$ cat src/fps_pkg.sv
`timescale 1ns / 1ps

package fps_pkg;

  // Field widths of the register file and the streams
  localparam int TIME_W     = 32;
  localparam int PATTERN_W  = 64;
  localparam int LENGTH_W   = 7;
  localparam int TICKS_W    = 16;
  localparam int CYCLE_W    = 23;
  localparam int CFG_IDX_W  = 3;
  localparam int CFG_DATA_W = 64;
  localparam int OUT_DATA_W = 8;

  // Default sizing
  localparam int DEF_MAX_SLOTS = 64;
  localparam int DEF_TIME_BITS = 32;

  // Register indexes
  localparam logic [CFG_IDX_W-1:0] REG_PATTERN_BITS   = 3'd0;
  localparam logic [CFG_IDX_W-1:0] REG_PATTERN_LENGTH = 3'd1;
  localparam logic [CFG_IDX_W-1:0] REG_ON_TICKS       = 3'd2;
  localparam logic [CFG_IDX_W-1:0] REG_OFF_TICKS      = 3'd3;
  localparam logic [CFG_IDX_W-1:0] REG_START_TIME     = 3'd4;
  localparam logic [CFG_IDX_W-1:0] REG_REPEAT_MODE    = 3'd5;

  // Reset values of the register file
  localparam logic [PATTERN_W-1:0] RST_PATTERN_BITS   = 64'd1;
  localparam logic [LENGTH_W-1:0]  RST_PATTERN_LENGTH = 7'd2;
  localparam logic [TICKS_W-1:0]   RST_ON_TICKS       = 16'd1;
  localparam logic [TICKS_W-1:0]   RST_OFF_TICKS      = 16'd1;
  localparam logic [TIME_W-1:0]    RST_START_TIME     = 32'd0;
  localparam logic                 RST_REPEAT_MODE    = 1'b1;
  localparam logic [CYCLE_W-1:0]   RST_CYCLE_LENGTH   = 23'd2;

  // Repeat mode codes
  localparam logic MODE_SINGLE = 1'b0;
  localparam logic MODE_REPEAT = 1'b1;

  // Register file as seen by the sequencer
  typedef struct packed {
    logic [PATTERN_W-1:0] pattern_bits;
    logic [LENGTH_W-1:0]  pattern_length;
    logic [TICKS_W-1:0]   on_ticks;
    logic [TICKS_W-1:0]   off_ticks;
    logic [TIME_W-1:0]    start_time;
    logic                 repeat_mode;
  } cfg_t;

endpackage

$ cat src/flash_pattern_sampler_top.sv
`timescale 1ns / 1ps
// Flash pattern sampler: tells whether a blinking light is lit at a given tick.
// Input stream s_axis carries one query time per transaction; output stream
// m_axis returns one lit flag per query, in order.
// Configuration goes through cfg_we / cfg_index / cfg_data; the user must keep the
// block idle (not enforced); a write takes effect at the edge where cfg_we is high.
// A write to the pattern, length, on or off register starts a period recompute
// through the slot adder, with s_axis_tready low meanwhile.
// A query goes from the accepting edge through a setup step, then in repeat mode
// through the bit-serial modulo unit, then through a slot walk up to the slot
// that holds the time, and then into the output register; when setup finds the
// answer off at once, it goes straight to the output register. One query is in
// work at a time; the sequencer returns to idle as the result moves to the
// output register, and takes the next query from there.
// The result sits in an output register; the next query is taken while it waits.
// When the receiver stalls, m_axis_tvalid and m_axis_tdata hold, and a second
// finished result waits inside the sequencer until the register frees.
// Reset restores the default configuration (period two ticks), empties the
// output register and leaves the block ready at once.
module flash_pattern_sampler_top #(
  parameter int MAX_SLOTS = fps_pkg::DEF_MAX_SLOTS,
  parameter int TIME_BITS = fps_pkg::DEF_TIME_BITS
) (
  input  logic                          clk,
  input  logic                          rst,
  input  logic                          s_axis_tvalid,
  output logic                          s_axis_tready,
  input  logic [fps_pkg::TIME_W-1:0]    s_axis_tdata,   // [31:0] query_time
  output logic                          m_axis_tvalid,
  input  logic                          m_axis_tready,
  output logic [fps_pkg::OUT_DATA_W-1:0] m_axis_tdata,  // [0] lit, [7:1] zero
  input  logic                          cfg_we,
  input  logic [fps_pkg::CFG_IDX_W-1:0] cfg_index,
  input  logic [fps_pkg::CFG_DATA_W-1:0] cfg_data
);
  import fps_pkg::*;

  cfg_t cfg;
  logic recalc_req;
  logic res_valid;
  logic res_ready;
  logic res_lit;
  logic out_lit;

  // Register file
  always_ff @(posedge clk) begin
    if (rst) begin
      cfg.pattern_bits   <= RST_PATTERN_BITS;
      cfg.pattern_length <= RST_PATTERN_LENGTH;
      cfg.on_ticks       <= RST_ON_TICKS;
      cfg.off_ticks      <= RST_OFF_TICKS;
      cfg.start_time     <= RST_START_TIME;
      cfg.repeat_mode    <= RST_REPEAT_MODE;
    end else if (cfg_we) begin
      case (cfg_index)
        REG_PATTERN_BITS:   cfg.pattern_bits   <= cfg_data[PATTERN_W-1:0];
        REG_PATTERN_LENGTH: cfg.pattern_length <= cfg_data[LENGTH_W-1:0];
        REG_ON_TICKS:       cfg.on_ticks       <= cfg_data[TICKS_W-1:0];
        REG_OFF_TICKS:      cfg.off_ticks      <= cfg_data[TICKS_W-1:0];
        REG_START_TIME:     cfg.start_time     <= cfg_data[TIME_W-1:0];
        REG_REPEAT_MODE:    cfg.repeat_mode    <= cfg_data[0];
        default: begin
        end
      endcase
    end
  end

  // Period depends on the first four registers
  assign recalc_req = cfg_we && (cfg_index == REG_PATTERN_BITS ||
                                 cfg_index == REG_PATTERN_LENGTH ||
                                 cfg_index == REG_ON_TICKS ||
                                 cfg_index == REG_OFF_TICKS);

  fps_core #(
    .MAX_SLOTS (MAX_SLOTS),
    .TIME_BITS (TIME_BITS)
  ) u_core (
    .clk        (clk),
    .rst        (rst),
    .cfg        (cfg),
    .recalc_req (recalc_req),
    .in_valid   (s_axis_tvalid),
    .in_ready   (s_axis_tready),
    .in_time    (s_axis_tdata),
    .res_valid  (res_valid),
    .res_ready  (res_ready),
    .res_lit    (res_lit)
  );

  // Output register
  assign res_ready = !m_axis_tvalid || m_axis_tready;

  always_ff @(posedge clk) begin
    if (rst) begin
      m_axis_tvalid <= 1'b0;
    end else if (res_valid && res_ready) begin
      m_axis_tvalid <= 1'b1;
      out_lit       <= res_lit;
    end else if (m_axis_tready) begin
      m_axis_tvalid <= 1'b0;
    end
  end

  assign m_axis_tdata = {{(OUT_DATA_W-1){1'b0}}, out_lit};

endmodule

$ cat src/fps_core.sv
`timescale 1ns / 1ps

module fps_core #(
  parameter int MAX_SLOTS = fps_pkg::DEF_MAX_SLOTS,
  parameter int TIME_BITS = fps_pkg::DEF_TIME_BITS
) (
  input  logic                      clk,
  input  logic                      rst,
  input  fps_pkg::cfg_t             cfg,
  input  logic                      recalc_req,
  input  logic                      in_valid,
  output logic                      in_ready,
  input  logic [fps_pkg::TIME_W-1:0] in_time,
  output logic                      res_valid,
  input  logic                      res_ready,
  output logic                      res_lit
);
  import fps_pkg::*;

  localparam int QW    = (TIME_BITS < TIME_W) ? TIME_BITS : TIME_W;
  localparam int CW    = (QW > CYCLE_W) ? QW : CYCLE_W;
  localparam int CNT_W = $clog2(MAX_SLOTS + 1);
  localparam int IDX_W = (MAX_SLOTS > 1) ? $clog2(MAX_SLOTS) : 1;
  localparam int BIT_W = $clog2(QW + 1);

  // Sequencer states
  localparam logic [2:0] ST_IDLE   = 3'd0;
  localparam logic [2:0] ST_RECALC = 3'd1;
  localparam logic [2:0] ST_PREP   = 3'd2;
  localparam logic [2:0] ST_MOD    = 3'd3;
  localparam logic [2:0] ST_WALK   = 3'd4;
  localparam logic [2:0] ST_DONE   = 3'd5;

  logic [2:0]         state;
  logic               pending;
  logic [CYCLE_W-1:0] cycle_len;
  logic [CYCLE_W-1:0] acc;
  logic [CNT_W-1:0]   cnt;
  logic               neg;
  logic [QW-1:0]      mag;
  logic [QW-1:0]      div_sh;
  logic [CYCLE_W-1:0] rem;
  logic [BIT_W-1:0]   bitcnt;
  logic [CYCLE_W-1:0] tpos;
  logic               lit;

  // Slots in use, saturated to the slot count
  logic [CNT_W-1:0] slots_n;
  always_comb begin
    if (cfg.pattern_length > LENGTH_W'(MAX_SLOTS)) begin
      slots_n = CNT_W'(MAX_SLOTS);
    end else begin
      slots_n = CNT_W'(cfg.pattern_length);
    end
  end

  // Shared slot adder: acc plus duration of slot cnt
  logic               slot_on;
  logic [TICKS_W-1:0] slot_dur;
  logic [CYCLE_W-1:0] acc_sum;
  logic [IDX_W-1:0]   slot_idx;
  assign slot_idx = cnt[IDX_W-1:0];
  assign slot_on  = cfg.pattern_bits[slot_idx];
  assign slot_dur = slot_on ? cfg.on_ticks : cfg.off_ticks;
  assign acc_sum  = acc + CYCLE_W'(slot_dur);

  // Relative time, sign and magnitude
  logic [QW-1:0] q_m;
  logic [QW-1:0] s_m;
  logic [QW:0]   diff;
  assign q_m  = in_time[QW-1:0];
  assign s_m  = cfg.start_time[QW-1:0];
  assign diff = {1'b0, q_m} - {1'b0, s_m};

  // Restoring modulo step, one dividend bit per cycle
  logic [CYCLE_W:0]   trial;
  logic [CYCLE_W:0]   per_ext;
  logic [CYCLE_W-1:0] rem_step;
  assign trial   = {rem, div_sh[QW-1]};
  assign per_ext = {1'b0, cycle_len};
  always_comb begin
    if (trial >= per_ext) begin
      rem_step = CYCLE_W'(trial - per_ext);
    end else begin
      rem_step = trial[CYCLE_W-1:0];
    end
  end

  logic [CW-1:0] mag_ext;
  assign mag_ext = CW'(mag);

  assign in_ready  = (state == ST_IDLE) && !pending;
  assign res_valid = (state == ST_DONE);
  assign res_lit   = lit;

  // Sequencer
  always_ff @(posedge clk) begin
    if (rst) begin
      state     <= ST_IDLE;
      pending   <= 1'b0;
      cycle_len <= RST_CYCLE_LENGTH;
    end else begin
      case (state)
        ST_IDLE: begin
          if (pending) begin
            pending <= 1'b0;
            acc     <= '0;
            cnt     <= '0;
            state   <= ST_RECALC;
          end else if (in_valid) begin
            neg   <= diff[QW];
            mag   <= diff[QW] ? (QW'(0) - diff[QW-1:0]) : diff[QW-1:0];
            state <= ST_PREP;
          end
        end
        ST_RECALC: begin
          if (pending) begin
            // a later write restarts the sum
            pending <= 1'b0;
            acc     <= '0;
            cnt     <= '0;
          end else if (cnt == slots_n) begin
            cycle_len <= acc;
            state     <= ST_IDLE;
          end else begin
            acc <= acc_sum;
            cnt <= cnt + 1'b1;
          end
        end
        ST_PREP: begin
          acc <= '0;
          cnt <= '0;
          if (slots_n == '0 || cycle_len == '0) begin
            lit   <= 1'b0;
            state <= ST_DONE;
          end else if (cfg.repeat_mode == MODE_REPEAT) begin
            div_sh <= neg ? (mag - 1'b1) : mag;
            rem    <= '0;
            bitcnt <= BIT_W'(QW);
            state  <= ST_MOD;
          end else if (neg || mag_ext >= CW'(cycle_len)) begin
            lit   <= 1'b0;
            state <= ST_DONE;
          end else begin
            tpos  <= mag_ext[CYCLE_W-1:0];
            state <= ST_WALK;
          end
        end
        ST_MOD: begin
          rem    <= rem_step;
          div_sh <= div_sh << 1;
          bitcnt <= bitcnt - 1'b1;
          if (bitcnt == BIT_W'(1)) begin
            // floored wrap for times before start
            tpos  <= neg ? (cycle_len - 1'b1 - rem_step) : rem_step;
            state <= ST_WALK;
          end
        end
        ST_WALK: begin
          if (cnt == slots_n) begin
            lit   <= 1'b0;
            state <= ST_DONE;
          end else if (tpos < acc_sum) begin
            lit   <= slot_on;
            state <= ST_DONE;
          end else begin
            acc <= acc_sum;
            cnt <= cnt + 1'b1;
          end
        end
        ST_DONE: begin
          if (res_ready) begin
            state <= ST_IDLE;
          end
        end
        default: begin
          state <= ST_IDLE;
        end
      endcase
      if (recalc_req) begin
        pending <= 1'b1;
      end
    end
  end

endmodule

$ cat config.mk
export PLATFORM = sky130hd
export DESIGN_NAME = flash_pattern_sampler_top
export DESIGN_NICKNAME = d
export VERILOG_FILES = /design/src/fps_pkg.sv /design/src/flash_pattern_sampler_top.sv /design/src/fps_core.sv
export SDC_FILE = /design/constraint.sdc
export NUM_CORES = 1
export LEC_CHECK = 0
export BUFFER_PORTS_ARGS = -buffer_cell sky130_fd_sc_hd__buf_2
export CORE_AREA = 3 3 262 264
export DETAILED_ROUTE_END_ITERATION = 8
export DIE_AREA = 0 0 265 267
export GPL_TIMING_DRIVEN = 0
export SYNTH_ARGS = -nofsm -noshare
export SYNTH_HDL_FRONTEND = slang
export SYNTH_SLANG_ARGS = --single-unit
$ cat constraint.sdc
create_clock -name clk -period 18.2 [get_ports clk]
set_clock_uncertainty 0.1 [all_clocks]
set_input_delay 0 -clock clk [delete_from_list [all_inputs] [get_ports clk]]
set_output_delay 0 -clock clk [all_outputs]
set_load 0.02 [all_outputs]
==> results.toml <==
[setup_path]
critical_path_class = "reg -> reg"
path_buf_inv = 4
r2r_start = "u_core.cnt[1]"
cp_slowest_cell = "clkbuf_1"
r2r_cells = 28
path_max_fanout = 10
startpoint = "u_core.cnt[1]"
reg2reg_slack_ps = 9210
required_ps = 18290
cp-start-kind = "flop"
critical-path-max-stage-delay_ps = 650
critPathArrivalTime_ps = 9080
cp_top_family = "compound AO/OA/AOI/OAI gates"
end_kind = "flop"
worstReg2RegEnd = "u_core.res_lit"

[global_route]
grt_pass1_vias = 16230
busiest_layer = "met2"
gr-usage-all-layers_pct = 16.19
grt_util_met2_pct = 27.72
antenna_found_initial = 0
grt_pass1_wl_mm = 90.54
grt_start_max_net_pins = 18
grtUsageMet1_pct = 20.96
gr-usage-met3_pct = 1.853
grt_overflow = 0

[clock_tree]
cts_max_path_buffers = 3
cts_tree = "yes"
cts_buffers = 38
clk_pin_slew_ps = 60
insertion_delay_ps = 550
cts.sinks = 313
clock_tree.root_cell = "clkbuf_16"
cts_resized = 0
cts.htree.levels = 2

[final_layout]
regArea_um2 = 7757
syn_to_final_growth_pct = 19.71
diodes = 0
finish.utilization_pct = 35.69
final_cell_mix = "377 x nand2_1, 230 x a21oi_1, 190 x nor2_1"
nFillCells = 6914
drive_gt1_share_pct = 11.36
stdcell_count = 3372
multi_input_area_um2 = 11350
final_common_cell = "nand2_1"
nNetsFinal = 2723
final_cell_area_um2 = 23840

[synthesis]
synth-async-reset-ratio_pct = 0
synthCells = 2238
yosysSeqAreaShare_pct = 38.95
synth_seq_cells = 313
synth_edf_count = 149
synth_warnings = 0
synth_area_um2 = 19910
ys_types = 92
synthFlopType = "dfxtp_1"
syn_avg_cell_area_um2 = 8.898

[routing]
post-route-drc-count = 0
wire_per_inst_um = 17.22
drtIter0Drc = 1172
avgViaCountPerCell = 4.963
antenna_left = 0
drtPass1Iterations = 5
wirelength_mm = 58.07
vias = 16740

[sta]
rsz0062_at_grt = "false"
finalSetupTns_ps = 0
max_freq_mhz = 111.3
period_needed_ps = 8987
holdWs_ps = 26.81
post-route-period-util_pct = 49.38
worst_slew_pin_slew_ps = 997.1
final_max_slew_viol_count = 0
hold_violations = 0
setup_viol = 0
relSlewSlack_pct = 33.01

[floorplanning]
die_x_um = 265
num_rows = 95
die_area_um2 = 70760
io_pins = 114
die_y_um = 267
core_area_um2 = 66800
start_util_pct = 29.81

[placed_design]
dp_hpwl_mm = 44.91
place_area_um2 = 21730
place_inst = 3231
port_buffers = 104
routabilityCongestion = 0.8890

[pwr]
leakage_nw = 8.950
power.density_nw_per_um2 = 102.6
ir_drop_v = 0.00007148

[min_path]
hold_path_end = "cfg[0]"
min_path_cells = 4
hp-start = "cfg_index[0]"
hold_class = "in -> reg"

[run]
cap_violations = 0

[run_status]
status = "finished clean"
-- flip-flops by register name, indices dropped and copies added, names as in the netlist, 6 cells and up --
| name | cells |
|---|---|
| u_core.tpos | 23 |
| u_core.cnt | 7 |
| u_core.div_sh | 32 |
| u_core.mag | 32 |
| u_core.acc | 23 |
| u_core.bitcnt | 6 |
| u_core.cycle_len | 23 |
| cfg | 136 |
| u_core.rem | 23 |
-- worst max path at each step --
stage	slack, ps	end	cells past startpoint
global route	8690	u_core.res_lit	28
detailed placement	9270	u_core.res_lit	28
finish	9210	u_core.res_lit	28
global placement	6270	u_core.cnt[0]	28
CTS	9230	u_core.res_lit	28
floorplan	9530	u_core.acc[0]	28
-- worst min-delay path, delay by kind of cell --
kind | cells | cell delay (ps)
AOI/OAI and AO/OA | 2 | 320
buffers and inverters | 2 | 310
-- routing by layer --
layer / wire [µm] / up-vias
met2: 27460 / 451
met5: 0 / -
met1: 26200 / 7817
li1: - / 8379
met4: 2019 / 0
met3: 2388 / 88
-- cell families after synthesis --
logic type / synth area share (%)
other: 0.01883
muxes: 5.975
DFF: 38.95
adders and majority gates: 9.387
buffers and inverters: 4.373
AOI/OAI and AO/OA: 17.00
and+or+nand+nor: 17.22
xor gates and xnor gates: 7.075
-- layout make-up --
cell class                 count  area share, %
clock inverter                20          1.254
inverter                     103          1.622
tap                          873          4.582
timing repair buffer         188          5.863
buffer                       111          2.031
sequential                   313          32.54
multi-input combinational   1717          47.63
clock buffer                  47          4.477
-- cells in the mapped netlist (5+ instances only) --
cell	n	area share (%)
nand4_1	17	0.53
buf_1	8	0.15
a21oi_1	230	5.8
nor2b_1	18	0.57
o21ai_0	98	2.5
nor2_1	190	3.6
o21a_1	16	0.60
or3_1	12	0.38
o21bai_1	13	0.49
clkbuf_1	82	1.5
o31ai_1	8	0.30
inv_1	102	1.9
mux4_2	21	2.4
a211oi_1	13	0.49
xor2_1	53	2.3
nand2b_1	20	0.63
xnor2_1	106	4.7
a21o_1	59	2.2
nand2_1	377	7.1
buf_2	9	0.23
o211ai_1	9	0.34
nand3b_1	10	0.38
a31oi_1	22	0.69
o41ai_1	6	0.26
nor3b_1	8	0.30
or2_2	5	0.16
edfxtp_1	149	22
and3_1	11	0.35
mux2_2	21	1.2
o21ai_1	6	0.15
mux2i_1	48	2.4
buf_4	9	0.34
ha_1	143	9.0
dfxtp_1	164	16
nand3_1	26	0.65
a21boi_0	9	0.34
nor3_1	29	0.73
nor4_1	17	0.53
-- through the flow --
stage | power, mW | setup slack (ps)
finish | 2.446 | 9213
floorplan | 1.401 | 9527
detailed placement | 1.613 | 9265
global placement | 1.598 | 6275
CTS | 2.461 | 9234
global route | 2.576 | 8685
-- power by group --
part	internal (mW)	leakage (nW)	switching [mW]
sequential	0.844	2.71	0.0566
clock	0.518	0.673	0.311
combinational	0.289	5.57	0.427
total	1.65	8.95	0.795
-- timing repair --
action	in CTS	in global routing
hold buffers	74	0
buffers inserted	0	0
hold endpoints to repair	153	0
Power figures use the tool's default switching activity.
